## src/hdl/hashed_timing_wheel_unit_macros.svh

```systemverilog
// Assertion macros used by the timing wheel datapath.
`ifndef HASHED_TIMING_WHEEL_UNIT_MACROS_SVH
`define HASHED_TIMING_WHEEL_UNIT_MACROS_SVH

// Same-cycle implication, checked out of reset.
`define HTW_ASSERT_NOW(lbl, clk, rst_n, ante, cons) \
    lbl: assert property (@(posedge clk) disable iff (!rst_n) (ante) |-> (cons)) \
        else $error("htw assertion failed");

// Next-cycle implication, checked out of reset.
`define HTW_ASSERT_NEXT(lbl, clk, rst_n, ante, cons) \
    lbl: assert property (@(posedge clk) disable iff (!rst_n) (ante) |=> (cons)) \
        else $error("htw assertion failed");

`endif

```

## src/hdl/htw_pkg.sv

```systemverilog
// Types and constants of the hashed timing wheel.
package htw_pkg;

    localparam int DIV_NW = 32;
    localparam int DIV_DW = 16;

    localparam logic [1:0] ACT_START = 2'd0;
    localparam logic [1:0] ACT_STOP  = 2'd1;
    localparam logic [1:0] ACT_TICK  = 2'd2;

    localparam logic [1:0] KIND_START   = 2'd0;
    localparam logic [1:0] KIND_STOP    = 2'd1;
    localparam logic [1:0] KIND_EXPIRED = 2'd2;
    localparam logic [1:0] KIND_TICK    = 2'd3;

    localparam logic CFG_GRAN  = 1'b0;
    localparam logic CFG_SLOTS = 1'b1;

    typedef struct packed {
        logic [1:0]  action;
        logic [4:0]  timer_id;
        logic [31:0] delay;
        logic [31:0] reload_interval;
    } t_in_item;

    typedef struct packed {
        logic [1:0]  kind;
        logic [4:0]  handle;
        logic        was_running;
        logic [5:0]  active_count;
        logic [5:0]  hiwater_mark;
        logic [31:0] expired_total;
        logic        last;
    } t_out_item;

    typedef enum logic [1:0] {
        DS_TICKS,
        DS_ROUNDS,
        DS_SLOT,
        DS_ADV
    } t_div_sel;

    typedef enum logic [3:0] {
        ST_IDLE,
        ST_DECODE,
        ST_DIV_TICKS,
        ST_WAIT_TICKS,
        ST_DIV_ROUNDS,
        ST_WAIT_ROUNDS,
        ST_DIV_SLOT,
        ST_WAIT_SLOT,
        ST_START_FIN,
        ST_STOP,
        ST_ADV,
        ST_WAIT_ADV,
        ST_SCAN,
        ST_REARM,
        ST_EXPIRE,
        ST_TICK_FIN
    } t_state;

    typedef struct packed {
        logic     load_in;
        logic     div_start;
        t_div_sel div_sel;
        logic     arm_write;
        logic     start_commit;
        logic     stop_commit;
        logic     scan_clr;
        logic     scan_visit;
        logic     expire_commit;
        logic     tick_done;
    } t_dp_cmd;

    typedef struct packed {
        logic [1:0] action;
        logic       id_ok;
        logic       div_done;
        logic       out_free;
        logic       scan_end;
        logic       expire;
        logic       periodic;
    } t_dp_sts;

endpackage

```

## src/hdl/htw_div.sv

```systemverilog
// Restoring divider, one quotient bit per cycle.
module htw_div (
    input  logic                       i_clk,
    input  logic                       i_rst_n,
    input  logic                       i_start,
    input  logic [htw_pkg::DIV_NW-1:0] i_num,
    input  logic [htw_pkg::DIV_DW-1:0] i_den,
    output logic                       o_done,
    output logic [htw_pkg::DIV_NW-1:0] o_quo,
    output logic [htw_pkg::DIV_DW-1:0] o_rem
);
    import htw_pkg::*;

    localparam int CNTW = $clog2(DIV_NW);

    logic              r_busy;
    logic              r_done;
    logic [CNTW-1:0]   r_cnt;
    logic [DIV_NW-1:0] r_quo;
    logic [DIV_DW-1:0] r_rem;
    logic [DIV_DW-1:0] r_den;
    logic [DIV_DW:0]   rem_sh;
    logic              fits;

    assign rem_sh = {r_rem, r_quo[DIV_NW-1]};
    assign fits   = rem_sh >= {1'b0, r_den};

    always_ff @(posedge i_clk) begin
        if (!i_rst_n) begin
            r_busy <= 1'b0;
            r_done <= 1'b0;
            r_cnt  <= '0;
        end else begin
            r_done <= 1'b0;
            if (i_start && !r_busy) begin
                r_busy <= 1'b1;
                r_cnt  <= '0;
            end else if (r_busy) begin
                r_cnt <= r_cnt + 1'b1;
                if (r_cnt == CNTW'(DIV_NW - 1)) begin
                    r_busy <= 1'b0;
                    r_done <= 1'b1;
                end
            end
        end
    end

    always_ff @(posedge i_clk) begin
        if (i_start && !r_busy) begin
            r_quo <= i_num;
            r_rem <= '0;
            r_den <= i_den;
        end else if (r_busy) begin
            r_quo <= {r_quo[DIV_NW-2:0], fits};
            r_rem <= fits ? DIV_DW'(rem_sh - {1'b0, r_den}) : rem_sh[DIV_DW-1:0];
        end
    end

    assign o_done = r_done;
    assign o_quo  = r_quo;
    assign o_rem  = r_rem;

endmodule

```

## src/hdl/htw_ctrl.sv

```systemverilog
// Sequencer for start, stop, tick scan and re-arm.
module htw_ctrl (
    input  logic             i_clk,
    input  logic             i_rst_n,
    input  logic             i_in_valid,
    output logic             o_in_ready,
    input  htw_pkg::t_dp_sts i_sts,
    output htw_pkg::t_dp_cmd o_cmd
);
    import htw_pkg::*;

    t_state r_state;
    t_state n_state;

    always_ff @(posedge i_clk) begin
        if (!i_rst_n) begin
            r_state <= ST_IDLE;
        end else begin
            r_state <= n_state;
        end
    end

    always_comb begin
        n_state = r_state;
        unique case (r_state)
            ST_IDLE:        if (i_in_valid) n_state = ST_DECODE;
            ST_DECODE: begin
                if (i_sts.action == ACT_TICK) n_state = ST_ADV;
                else if (i_sts.action == ACT_START && i_sts.id_ok) n_state = ST_DIV_TICKS;
                else if (i_sts.action == ACT_STOP && i_sts.id_ok) n_state = ST_STOP;
                else n_state = ST_IDLE;
            end
            ST_DIV_TICKS:   n_state = ST_WAIT_TICKS;
            ST_WAIT_TICKS:  if (i_sts.div_done) n_state = ST_DIV_ROUNDS;
            ST_DIV_ROUNDS:  n_state = ST_WAIT_ROUNDS;
            ST_WAIT_ROUNDS: if (i_sts.div_done) n_state = ST_DIV_SLOT;
            ST_DIV_SLOT:    n_state = ST_WAIT_SLOT;
            ST_WAIT_SLOT: begin
                if (i_sts.div_done) begin
                    n_state = (i_sts.action == ACT_TICK) ? ST_REARM : ST_START_FIN;
                end
            end
            ST_START_FIN:   if (i_sts.out_free) n_state = ST_IDLE;
            ST_STOP:        if (i_sts.out_free) n_state = ST_IDLE;
            ST_ADV:         n_state = ST_WAIT_ADV;
            ST_WAIT_ADV:    if (i_sts.div_done) n_state = ST_SCAN;
            ST_SCAN: begin
                if (i_sts.scan_end) n_state = ST_TICK_FIN;
                else if (i_sts.expire) n_state = i_sts.periodic ? ST_DIV_TICKS : ST_EXPIRE;
            end
            ST_REARM:       n_state = ST_EXPIRE;
            ST_EXPIRE:      if (i_sts.out_free) n_state = ST_SCAN;
            ST_TICK_FIN:    if (i_sts.out_free) n_state = ST_IDLE;
            default:        n_state = ST_IDLE;
        endcase
    end

    always_comb begin
        o_cmd      = '0;
        o_in_ready = 1'b0;
        unique case (r_state)
            ST_IDLE: begin
                o_in_ready    = 1'b1;
                o_cmd.load_in = i_in_valid;
            end
            ST_DIV_TICKS: begin
                o_cmd.div_start = 1'b1;
                o_cmd.div_sel   = DS_TICKS;
            end
            ST_DIV_ROUNDS: begin
                o_cmd.div_start = 1'b1;
                o_cmd.div_sel   = DS_ROUNDS;
            end
            ST_DIV_SLOT: begin
                o_cmd.div_start = 1'b1;
                o_cmd.div_sel   = DS_SLOT;
            end
            ST_ADV: begin
                o_cmd.div_start = 1'b1;
                o_cmd.div_sel   = DS_ADV;
                o_cmd.scan_clr  = 1'b1;
            end
            ST_START_FIN: begin
                o_cmd.arm_write    = i_sts.out_free;
                o_cmd.start_commit = i_sts.out_free;
            end
            ST_STOP:     o_cmd.stop_commit = i_sts.out_free;
            ST_SCAN:     o_cmd.scan_visit = !i_sts.scan_end && !i_sts.expire;
            ST_REARM:    o_cmd.arm_write = 1'b1;
            ST_EXPIRE:   o_cmd.expire_commit = i_sts.out_free;
            ST_TICK_FIN: o_cmd.tick_done = i_sts.out_free;
            default: ;
        endcase
    end

endmodule

```

## src/hdl/htw_dp.sv

```systemverilog
// Timer table, wheel state, counters and result register.
`include "hashed_timing_wheel_unit_macros.svh"
module htw_dp #(
    parameter int MAX_TIMERS  = 32,
    parameter int WHEEL_SLOTS = 256
) (
    input  logic               i_clk,
    input  logic               i_rst_n,
    input  htw_pkg::t_dp_cmd   i_cmd,
    output htw_pkg::t_dp_sts   o_sts,
    input  htw_pkg::t_in_item  i_in_item,
    input  logic               i_cfg_valid,
    input  logic               i_cfg_index,
    input  logic [15:0]        i_cfg_data,
    output logic               o_out_valid,
    input  logic               i_out_ready,
    output htw_pkg::t_out_item o_out_item
);
    import htw_pkg::*;

    localparam int IW  = (MAX_TIMERS > 1) ? $clog2(MAX_TIMERS) : 1;
    localparam int CW  = $clog2(MAX_TIMERS + 1);
    localparam int SW  = $clog2(WHEEL_SLOTS);
    localparam int SCW = SW + 1;

    logic [15:0]   r_gran;
    logic [8:0]    r_slots;
    t_in_item      r_in;
    logic          r_flag   [MAX_TIMERS];
    logic [SW-1:0] r_aslot  [MAX_TIMERS];
    logic [31:0]   r_rounds [MAX_TIMERS];
    logic [31:0]   r_reload [MAX_TIMERS];
    logic [SW-1:0] r_cur;
    logic [CW-1:0] r_idx;
    logic [5:0]    r_count;
    logic [5:0]    r_peak;
    logic [31:0]   r_exp_total;
    t_div_sel      r_dsel;
    logic [31:0]   r_ticks;
    logic [31:0]   r_arm_rounds;
    logic [SCW-1:0] r_arm_rem;
    logic [SW-1:0] r_arm_slot;
    logic          r_out_valid;
    t_out_item     r_out;

    logic          is_tick;
    logic [IW-1:0] idx;
    logic [IW-1:0] tgt;
    logic [8:0]    s9;
    logic [SCW-1:0] eff_s;
    logic [15:0]   gran_eff;
    logic [31:0]   div_num;
    logic [15:0]   div_den;
    logic          div_done;
    logic [31:0]   div_quo;
    logic [15:0]   div_rem;
    logic          was;
    logic          hit;
    logic          periodic;
    logic          out_free;
    logic          emit;
    logic [31:0]   arm_rounds_w;
    logic [5:0]    n_count;
    logic [5:0]    n_peak;
    logic [31:0]   n_exp_total;
    t_out_item     n_out;

    assign is_tick  = r_in.action == ACT_TICK;
    assign idx      = r_idx[IW-1:0];
    assign tgt      = is_tick ? idx : IW'(r_in.timer_id);
    assign s9       = (r_slots < 9'd2) ? 9'd2 :
                      (r_slots > 9'(WHEEL_SLOTS)) ? 9'(WHEEL_SLOTS) : r_slots;
    assign eff_s    = s9[SCW-1:0];
    assign gran_eff = (r_gran == 16'd0) ? 16'd1 : r_gran;
    assign was      = r_flag[tgt];
    assign hit      = r_flag[idx] && (r_aslot[idx] == r_cur);
    assign periodic = r_reload[idx] != 32'd0;
    assign out_free = !r_out_valid || i_out_ready;
    assign emit     = i_cmd.start_commit || i_cmd.stop_commit ||
                      i_cmd.expire_commit || i_cmd.tick_done;

    always_comb begin
        div_num = 32'(r_cur) + 32'd1;
        div_den = 16'(eff_s);
        case (i_cmd.div_sel)
            DS_TICKS: begin
                div_num = is_tick ? r_reload[idx] : r_in.delay;
                div_den = gran_eff;
            end
            DS_ROUNDS: div_num = r_ticks;
            DS_SLOT:   div_num = 32'(r_cur) + 32'(r_arm_rem);
            default:   div_num = 32'(r_cur) + 32'd1;
        endcase
    end

    htw_div u_div (
        .i_clk   (i_clk),
        .i_rst_n (i_rst_n),
        .i_start (i_cmd.div_start),
        .i_num   (div_num),
        .i_den   (div_den),
        .o_done  (div_done),
        .o_quo   (div_quo),
        .o_rem   (div_rem)
    );

    // re-armed timer landing on the current slot loses one round now
    assign arm_rounds_w = (is_tick && r_arm_slot == r_cur && r_arm_rounds != 32'd0) ?
                          r_arm_rounds - 32'd1 : r_arm_rounds;

    always_comb begin
        n_count     = r_count;
        n_exp_total = r_exp_total;
        n_out       = '0;
        if (i_cmd.start_commit) begin
            n_count           = r_count - 6'(was) + 6'd1;
            n_out.kind        = KIND_START;
            n_out.handle      = r_in.timer_id;
            n_out.was_running = was;
            n_out.last        = 1'b1;
        end else if (i_cmd.stop_commit) begin
            n_count           = r_count - 6'(was);
            n_out.kind        = KIND_STOP;
            n_out.handle      = r_in.timer_id;
            n_out.was_running = was;
            n_out.last        = 1'b1;
        end else if (i_cmd.expire_commit) begin
            n_count      = periodic ? r_count : r_count - 6'd1;
            n_exp_total  = r_exp_total + 32'd1;
            n_out.kind   = KIND_EXPIRED;
            n_out.handle = 5'(idx);
        end else begin
            n_out.kind = KIND_TICK;
            n_out.last = 1'b1;
        end
        n_peak              = (n_count > r_peak) ? n_count : r_peak;
        n_out.active_count  = n_count;
        n_out.hiwater_mark  = n_peak;
        n_out.expired_total = n_exp_total;
    end

    always_ff @(posedge i_clk) begin
        if (!i_rst_n) begin
            r_gran      <= 16'd1;
            r_slots     <= 9'd256;
            r_cur       <= '0;
            r_idx       <= '0;
            r_count     <= '0;
            r_peak      <= '0;
            r_exp_total <= '0;
            r_out_valid <= 1'b0;
            r_dsel      <= DS_TICKS;
        end else begin
            if (i_cfg_valid) begin
                if (i_cfg_index == CFG_GRAN) r_gran <= i_cfg_data;
                else r_slots <= i_cfg_data[8:0];
            end
            if (i_cmd.div_start) r_dsel <= i_cmd.div_sel;
            if (div_done && r_dsel == DS_ADV) r_cur <= div_rem[SW-1:0];
            if (i_cmd.scan_clr) r_idx <= '0;
            else if (i_cmd.scan_visit || i_cmd.expire_commit) r_idx <= r_idx + 1'b1;
            if (emit) begin
                r_count     <= n_count;
                r_peak      <= n_peak;
                r_exp_total <= n_exp_total;
                r_out_valid <= 1'b1;
            end else if (i_out_ready) begin
                r_out_valid <= 1'b0;
            end
        end
    end

    always_ff @(posedge i_clk) begin
        if (!i_rst_n) begin
            for (int k = 0; k < MAX_TIMERS; k++) r_flag[k] <= 1'b0;
        end else begin
            if (i_cmd.start_commit) r_flag[tgt] <= 1'b1;
            else if (i_cmd.stop_commit) r_flag[tgt] <= 1'b0;
            else if (i_cmd.expire_commit && !periodic) r_flag[idx] <= 1'b0;
        end
    end

    always_ff @(posedge i_clk) begin
        if (i_cmd.load_in) r_in <= i_in_item;
        if (emit) r_out <= n_out;
        if (div_done) begin
            case (r_dsel)
                DS_TICKS:  r_ticks <= (div_quo == 32'd0) ? 32'd1 : div_quo;
                DS_ROUNDS: begin
                    r_arm_rounds <= div_quo;
                    r_arm_rem    <= div_rem[SCW-1:0];
                end
                DS_SLOT:   r_arm_slot <= div_rem[SW-1:0];
                default: ;
            endcase
        end
        if (i_cmd.start_commit) r_reload[tgt] <= r_in.reload_interval;
        if (i_cmd.arm_write) begin
            r_aslot[tgt]  <= r_arm_slot;
            r_rounds[tgt] <= arm_rounds_w;
        end else if (i_cmd.scan_visit && hit) begin
            r_rounds[idx] <= r_rounds[idx] - 32'd1;
        end
    end

    assign o_sts.action   = r_in.action;
    assign o_sts.id_ok    = 32'(r_in.timer_id) < MAX_TIMERS;
    assign o_sts.div_done = div_done;
    assign o_sts.out_free = out_free;
    assign o_sts.scan_end = r_idx == CW'(MAX_TIMERS);
    assign o_sts.expire   = hit && (r_rounds[idx] == 32'd0);
    assign o_sts.periodic = periodic;

    assign o_out_valid = r_out_valid;
    assign o_out_item  = r_out;

    `HTW_ASSERT_NOW(a_count_max, i_clk, i_rst_n, 1'b1, 32'(r_count) <= MAX_TIMERS)
    `HTW_ASSERT_NOW(a_peak_cover, i_clk, i_rst_n, 1'b1, r_peak >= r_count)
    `HTW_ASSERT_NEXT(a_exp_only_on_expiry, i_clk, i_rst_n, !i_cmd.expire_commit,
        $stable(r_exp_total))
    `HTW_ASSERT_NOW(a_emit_room, i_clk, i_rst_n, emit, out_free)

endmodule

```

## src/hdl/hashed_timing_wheel_unit.sv

```systemverilog
// Top level of the hashed timing wheel: sequencer plus datapath.
//
//  channel | direction | handshake                  | payload
//  in      | input     | i_in_valid / o_in_ready    | i_in_item  (t_in_item)
//  out     | output    | o_out_valid / i_out_ready  | o_out_item (t_out_item)
//  cfg     | input     | i_cfg_valid / o_cfg_ready  | i_cfg_index, i_cfg_data
//
// One item at a time. Stop needs no divider pass. Start: 3 divider passes.
// Tick: one divider pass (slot advance), then one timer entry per cycle while
// no entry expires, plus the same passes as a start per periodic re-arm; one
// shared serial divider runs all of these passes.
// Reset (i_rst_n low, synchronous) clears all timers, counters and the slot.
// A stalled result holds the sequencer only when the next result is due.
module hashed_timing_wheel_unit #(
    parameter int MAX_TIMERS  = 32,
    parameter int WHEEL_SLOTS = 256
) (
    input  logic               i_clk,
    input  logic               i_rst_n,
    input  logic               i_in_valid,
    output logic               o_in_ready,
    input  htw_pkg::t_in_item  i_in_item,
    output logic               o_out_valid,
    input  logic               i_out_ready,
    output htw_pkg::t_out_item o_out_item,
    input  logic               i_cfg_valid,
    output logic               o_cfg_ready,
    input  logic               i_cfg_index,
    input  logic [15:0]        i_cfg_data
);
    import htw_pkg::*;

    t_dp_cmd cmd;
    t_dp_sts sts;

    // config writes are always taken; user must write only while idle, unenforced
    assign o_cfg_ready = 1'b1;

    htw_ctrl u_ctrl (
        .i_clk      (i_clk),
        .i_rst_n    (i_rst_n),
        .i_in_valid (i_in_valid),
        .o_in_ready (o_in_ready),
        .i_sts      (sts),
        .o_cmd      (cmd)
    );

    htw_dp #(
        .MAX_TIMERS  (MAX_TIMERS),
        .WHEEL_SLOTS (WHEEL_SLOTS)
    ) u_dp (
        .i_clk       (i_clk),
        .i_rst_n     (i_rst_n),
        .i_cmd       (cmd),
        .o_sts       (sts),
        .i_in_item   (i_in_item),
        .i_cfg_valid (i_cfg_valid),
        .i_cfg_index (i_cfg_index),
        .i_cfg_data  (i_cfg_data),
        .o_out_valid (o_out_valid),
        .i_out_ready (i_out_ready),
        .o_out_item  (o_out_item)
    );

endmodule
```

## config.mk

```make
export PLATFORM = sky130hd
export DESIGN_NAME = hashed_timing_wheel_unit
export DESIGN_NICKNAME = d
export VERILOG_FILES = /design/src/hdl/htw_pkg.sv /design/src/hdl/htw_div.sv /design/src/hdl/htw_ctrl.sv /design/src/hdl/htw_dp.sv /design/src/hdl/hashed_timing_wheel_unit.sv
export VERILOG_INCLUDE_DIRS = /design/src /design/src/hdl
export SDC_FILE = /design/constraint.sdc
export NUM_CORES = 2
export LEC_CHECK = 0
export BUFFER_PORTS_ARGS = -buffer_cell sky130_fd_sc_hd__buf_2
export CAP_MARGIN = 15
export CORE_MARGIN = 1
export CORE_UTILIZATION = 56
export DETAILED_ROUTE_END_ITERATION = 10
export GPL_ROUTABILITY_DRIVEN = 0
export HOLD_SLACK_MARGIN = 0.06
export PLACE_DENSITY = 0.7
export SLEW_MARGIN = 20
export SYNTH_ARGS = -nofsm -noshare
export SYNTH_HDL_FRONTEND = slang
export SYNTH_SLANG_ARGS = --single-unit
```

## constraint.sdc

```tcl
create_clock -name i_clk -period 9.29 [get_ports i_clk]
set_input_delay 1.858 -clock i_clk [delete_from_list [all_inputs] [get_ports i_clk]]
set_output_delay 1.858 -clock i_clk [all_outputs]
set_load 0.01 [all_outputs]
```

==> After elaboration in Yosys (flattened, before gate mapping) <==
Memory sizes are Yosys's and may differ from the RTL's. A register that Yosys moved wholly into a read port is not among the register bits.
Index checks and enable logic that the tools add are counted.
{ "totals": {"ff_bits": 366, "ramBits": 2336, "inputBits": 93, "word_cells": 229, "memories": 4} }
{ "op_classes": {"n_addsub": 11, "n_lt_le_gt_ge": 4, "n_eq_ne": 34, "muxes": 93, "bitwise_logic": 5, "n_reduce_logical": 45} }
{ "memory_table": {"columns": ["name", "words", "word_bits", "read_ports", "rd_clocked_by_memory_dff", "write_ports", "line", "text"], "rows": [
  ["u_dp.r_reload", 32, 32, 1, 1, 1, "htw_dp.sv:32", "logic [31:0] r_reload [MAX_TIMERS];"],
  ["u_dp.r_rounds", 32, 32, 1, 1, 1, "htw_dp.sv:31", "logic [31:0] r_rounds [MAX_TIMERS];"],
  ["u_dp.r_aslot", 32, 8, 1, 1, 1, "htw_dp.sv:30", "logic [SW-1:0] r_aslot [MAX_TIMERS];"],
  ["u_dp.r_flag", 32, 1, 2, 1, 32, "htw_dp.sv:29", "logic r_flag [MAX_TIMERS];"]
]} }
{ "op_table": {"columns": ["cell", "n"], "rows": [
  ["32-bit 2-to-1 mux", 8],
  ["32-bit case mux with 3 select lines", 1],
  ["5-bit 2-to-1 mux", 13],
  ["32-bit logical NOT", 2],
  ["32-bit nonzero test", 2],
  ["32-bit by 1-bit subtractor with 32-bit output, second input constant", 2],
  ["4-bit case mux with 14 select lines", 1],
  ["4-bit 2-to-1 mux", 13],
  ["1-bit 2-to-1 mux", 42],
  ["6-bit 2-to-1 mux", 7],
  ["9-bit 2-to-1 mux", 4],
  ["32-bit by 1-bit adder with 32-bit output, second input constant", 1],
  ["4-bit == test, second input constant", 8],
  ["32-bit OR reduction", 1],
  ["17-bit by 16-bit >= comparator with 1-bit output", 1],
  ["4-bit by 3-bit == test with 1-bit output, second input constant", 4],
  ["8-bit == test", 2],
  ["16-bit logical NOT", 1],
  ["16-bit 2-to-1 mux", 1],
  ["16-bit subtractor", 1],
  ["6-bit by 1-bit adder with 6-bit output, second input constant", 2],
  ["2-bit by 1-bit inequality test with 1-bit output, second input constant", 6],
  ["3-bit case mux with 4 select lines", 1],
  ["8-bit by 9-bit adder with 10-bit output", 1],
  ["30 further kinds", 67]
]} }

==> Depth between registers and ports, before layout <==
{ "logic_depth": {"word_depth": 12, "mapped_depth": 27, "ltp_nobuf": 26} }

==> By module <==
From an unflattened synthesis, not the netlist that was laid out.
{ "unflattened": {"hier_cells": 5730, "hier_area_um2": 109302.3} }
{ "modules_own_cells": {"columns": ["mod", "instances", "cells_per_inst", "area_each_um2"], "rows": [
  ["htw_dp", 1, 5327, 104988.2],
  ["htw_div", 1, 325, 3702.3],
  ["htw_ctrl", 1, 76, 600.6],
  ["hashed_timing_wheel_unit", 1, 2, 11.3]
]} }

==> Worst setup path after synthesis <==
OpenSTA, ideal clock, no wires.
{ "synth_path": {"kind": "register to register", "startpoint": "register with a tool-made name", "endpoint": "memory u_dp.r_rounds[22][0] (enable)", "setup_time_ns": 0.472, "arrival_ns": 6.045, "required_time_ns": 8.818, "slack_ns": 2.773, "stages_incl_launch_ff": 15, "n_path_buf": 6, "synth_period_minus_slack_ns": 6.517, "path_cell_list": "dfxtp_1 > buf_2 > buf_2 > buf_2 > buf_2 > buf_1 > mux4_2 > mux4_2 > mux2i_1 > xnor2_1 > nor3_1 > nand4b_1 > or3_1 > buf_2 > o32ai_1"} }
{ "synth_rtl": {"columns": ["item", "line"], "rows": [
  ["end: declaration", "htw_dp.sv:31"]
]} }

==> Worst setup path after layout <==
{ "layout_path": {"startpoint": "register u_dp.r_idx[2]", "endpoint": "register u_dp.r_peak[4]"} }
{ "layout_via": {"elab_chain_cells": 7} }
{ "layout_rtl": {"columns": ["item", "line", "text"], "rows": [
  ["start: declaration", "htw_dp.sv:34", "logic [CW-1:0] r_idx;"],
  ["start signal: assignment", "htw_dp.sv:161", "else if (i_cmd.scan_visit || i_cmd.expire_commit) r_idx <= r_idx + 1'b1;"],
  ["5-bit 2-to-1 mux (*)", "htw_dp.sv:70", "assign tgt = is_tick ? idx : IW'(r_in.timer_id);"],
  ["memory 32 x 1 bit (*)", null, null],
  ["6-bit by 1-bit subtractor with 6-bit output (*)", "htw_dp.sv:116, htw_dp.sv:122", null],
  ["6-bit by 1-bit adder with 6-bit output / 6-bit 2-to-1 mux (equally long branches)", "htw_dp.sv:116, htw_dp.sv:121", null],
  ["6-bit 2-to-1 mux (*)", "htw_dp.sv:115", "if (i_cmd.start_commit) begin"],
  ["named net u_dp.n_count[5]", "htw_dp.sv:63", "logic [5:0] n_count;"],
  ["6-bit > comparator (*)", "htw_dp.sv:136", "n_peak = (n_count > r_peak) ? n_count : r_peak;"],
  ["6-bit 2-to-1 mux (*)", "htw_dp.sv:136", null],
  ["end signal: assignment", "htw_dp.sv:164", "r_peak <= n_peak;"],
  ["end: declaration", "htw_dp.sv:36", "logic [5:0] r_peak;"]
]} }
Mark *: on every way through the listed nets, which the timed path passes. The rest lies on a longest branch.
A chain may end at the register's enable or synchronous reset.

==> results.cfg <==
[sta]
slew_headroom_pct = 18.3
rsz0062_at_grt = no
timing.fmax_mhz = 130
fin_crit_sh_pct = 82.8
setup_violations = 0
hold_viol = 0
clock_skew_ns = 0.0702
setup_tns_ns = 0
fin_crit_ns = 7.69
worst_slew_pin_slew_ns = 1.22
hold_slack_ns = 0.469
slew_violations = 0

[clock_tree]
post_cts_buffers = 0
cts-hold-fix-buffers = 0
cts_tree = done
clk-insertion-delay-late_ns = 0.96
post_cts_resized = 0
cts_buffers = 289
clock_sinks = 2707
clock_path_buffers = 4
cts_max_level = 5
clockRootBuffer = clkbuf_16
cts.reportedPaths.clkPinSlew_ns = 0.06

[synth]
avgSynthCellArea_um2 = 18.2
seq_area_frac_synth_pct = 73.5
synth-seq-cells = 2707
ys_types = 82
yosysMostFrequentCell = edfxtp_1
synthFlopType = edfxtp_1
synth_cells = 5975
synth_area_leaders = edfxtp_1, mux4_2, mux2i_1
synth_top_area_share_pct = 70.7
netlist_area_mm2 = 0.109
synth_edf_count = 2557
synth_common_cells = edfxtp_1, mux4_2, nor2_1, mux2i_1, nand2_1
syn_nets = 6117
synth_top_area_cell = edfxtp_1
async_reset_ff_share_pct = 0
ys_warn_count = 0

[grt]
antenna_found_initial = 12
grt.overflow.total = 0
grt_pass1_wl_um = 424000
grt_pass1_vias = 58700
track_usage_pct = 30.4
grt_max_degree = 114

[final_layout]
fill_cells = 13000
final_cells = 8966
final_cell_area_mm2 = 0.122
final_layout_size_suffix_gt1_share_pct = 21.6
nNetsFinal = 6381
syn_to_final_growth_pct = 12.4

[setup_path]
regToRegEndpoint = u_dp.r_peak[4]
rr_worst_depth = 22
crit_path_start_kind = register
slowest_delay_ns = 1.01
cp-end-kind = register
slowest_stage = dfxtp_1
path_cells = mux2i_1 > nand2_1 > o22ai_1 > nor4_1 > ha_1 > ha_1 > nor2b_1 > xnor2_1 > nor3_1 > a31oi_1 > nor2_1 > mux2_2 > a21oi_1 > and4_1 > nor3_1 > nor2_1 > ha_1 > o21a_1 > o22ai_1 > nor3_1 > a31oi_1 > o31a_1
r2r-start = u_dp.r_idx[2]
crit_fanout = 23
cp.required_ns = 10.11
critical_path_arrival_ns = 8.52
reg2reg_slack_ns = 1.60
critPathKind = register to register

[routing]
drtAntennaViolNets = 0
avgViaCountPerCell = 6.81
drtIter0Drc = 9014
routedWlPerCell_um = 33.5
vias = 61000
firstDrtPassIters = 7
totalWireLength_um = 301000
drc_errors = 0

[power_and_ir_drop]
pwr-share-clk_pct = 38.7
finalPower_mw = 28.1
ir_worst_vdd_mv = 0.219
switching_share_pct = 24.2
pwr-share-seq_pct = 52.0
power.leakage_nw = 38.1
powerDensity_mw_per_mm2 = 230
switching_power_mw = 6.80
internal_power_mw = 21.3
combPwrFrac_pct = 9.3

[floorplan]
die_h_um = 442
die_area_mm2 = 0.196
core-area_mm2 = 0.193
rows = 161
initial_core_util_pct = 56.4
die_x_um = 442
ios = 149

[hold_path]
hp-class = register to register
hold_path_end = u_dp.r_gran[14]
hold_depth = 2
worstHoldStart = u_dp.r_gran[14]

[run_status]
outcome = finished, final reports clean

[placed_design]
dp.cells = 8467
numPortBuffers = 147
hpwl_um = 174000
dpl-instance-area_mm2 = 0.113

[run]
max_cap_violations = 0
[worst max-delay path by stage]
stage	cells past startpoint	startpoint	endpoint	slack, ns
final	22	u_dp.r_idx[2]	u_dp.r_peak[4]	1.60
after global routing	22	u_dp.r_idx[2]	u_dp.r_peak[4]	1.18
after CTS	20	register	u_dp.o_out_item[37]	1.82
after detailed placement	20	register	u_dp.o_out_item[37]	1.85
after global placement	10	i_out_ready	u_dp.r_rounds[2][0]	1.79
after floorplan	14	register	u_dp.r_rounds[22][0]	2.77
[critical path: cells and delay by family, from the launching register on]
kind | cells | cell delay (ns)
and+or+nand+nor | 9 | 3.40
AOI/OAI and AO/OA | 7 | 1.23
DFF | 1 | 1.01
muxes | 2 | 0.88
adders and majority gates | 3 | 0.87
xor gates and xnor gates | 1 | 0.15
[placed cells by master (no fill, tap or decap), types with 50 or more instances in the layout]
cell,count
nor2_1,273
clkbuf_1,70
xor2_1,57
edfxtp_1,2557
nand4_1,74
and2_1,50
nand2_1,287
buf_4,160
mux2i_1,303
xnor2_1,85
a22oi_1,199
dfxtp_1,145
mux4_2,486
buf_2,146
a21oi_1,115
clkbuf_16,297
nor3_1,54
nand3_1,140
inv_1,56
[cell type report]
cell class,count,area [um^2],share of cell area (%)
Antenna cell,6,15.0,0.0123
Clock buffer,374,7790,6.39
Clock inverter,112,950,0.779
Inverter,61,231,0.190
Multi-Input combinational cell,2855,27700,22.7
Sequential cell,2707,79800,65.4
Tap cell,2526,3160,2.59
Timing Repair Buffer,325,2290,1.87
[state kept, by name, summed over array words and instances (netlist names), 16 cells and up, named ones only]
| name | flops |
|---|---|
| u_dp.r_ticks | 32 |
| u_dp.r_in | 69 |
| u_dp.r_reload | 1024 |
| u_dp.o_out_item | 53 |
| u_dp.r_exp_total | 32 |
| u_dp.u_div.o_quo | 32 |
| u_dp.r_gran | 16 |
| u_dp.u_div.r_den | 16 |
| u_dp.r_aslot | 256 |
| u_dp.u_div.o_rem | 16 |
| u_dp.r_arm_rounds | 32 |
| u_dp.r_rounds | 1024 |
| u_dp.r_flag | 32 |
[routing by layer]
layer	vias to the layer above	GRT usage (%)	part of all wire, %
met5	-	0	0.015
met4	6	11.3	4.0
met3	639	7.47	12
met2	4123	46.0	46
met1	31600	43.3	38
li1	24700	-	-
[cell families after synthesis]
kind of cell	share of synthesized area (%)
other	0.00345
AO/OA/AOI/OAI	4.66
flip-flops	73.5
adder cells (fa/ha/maj)	0.579
buffers and inverters	1.84
multiplexers	13.3
AND/OR/NAND/NOR	4.92
XOR/XNOR	1.15
[power by group through the flow]
stage / clock network [mW] / logic, mW / registers [mW]
3_3_place_gp: 0 / 2.51 / 14.8
6_report: 10.9 / 2.61 / 14.6
3_5_place_dp: 0 / 2.55 / 14.9
4_1_cts: 11.0 / 2.57 / 14.6
5_1_grt: 11.4 / 2.80 / 14.6
2_1_floorplan: 0 / 1.78 / 14.6
[per-stage QoR]
step / setup WS [ns] / util, %
after floorplan: 2.77 / -
after global placement: 1.79 / 58.6
after detailed placement: 1.85 / 58.6
after CTS: 1.82 / 63.2
after global routing: 1.18 / 63.3
final: 1.60 / 63.3
Note: power is estimated with default switching activity, not from simulation.
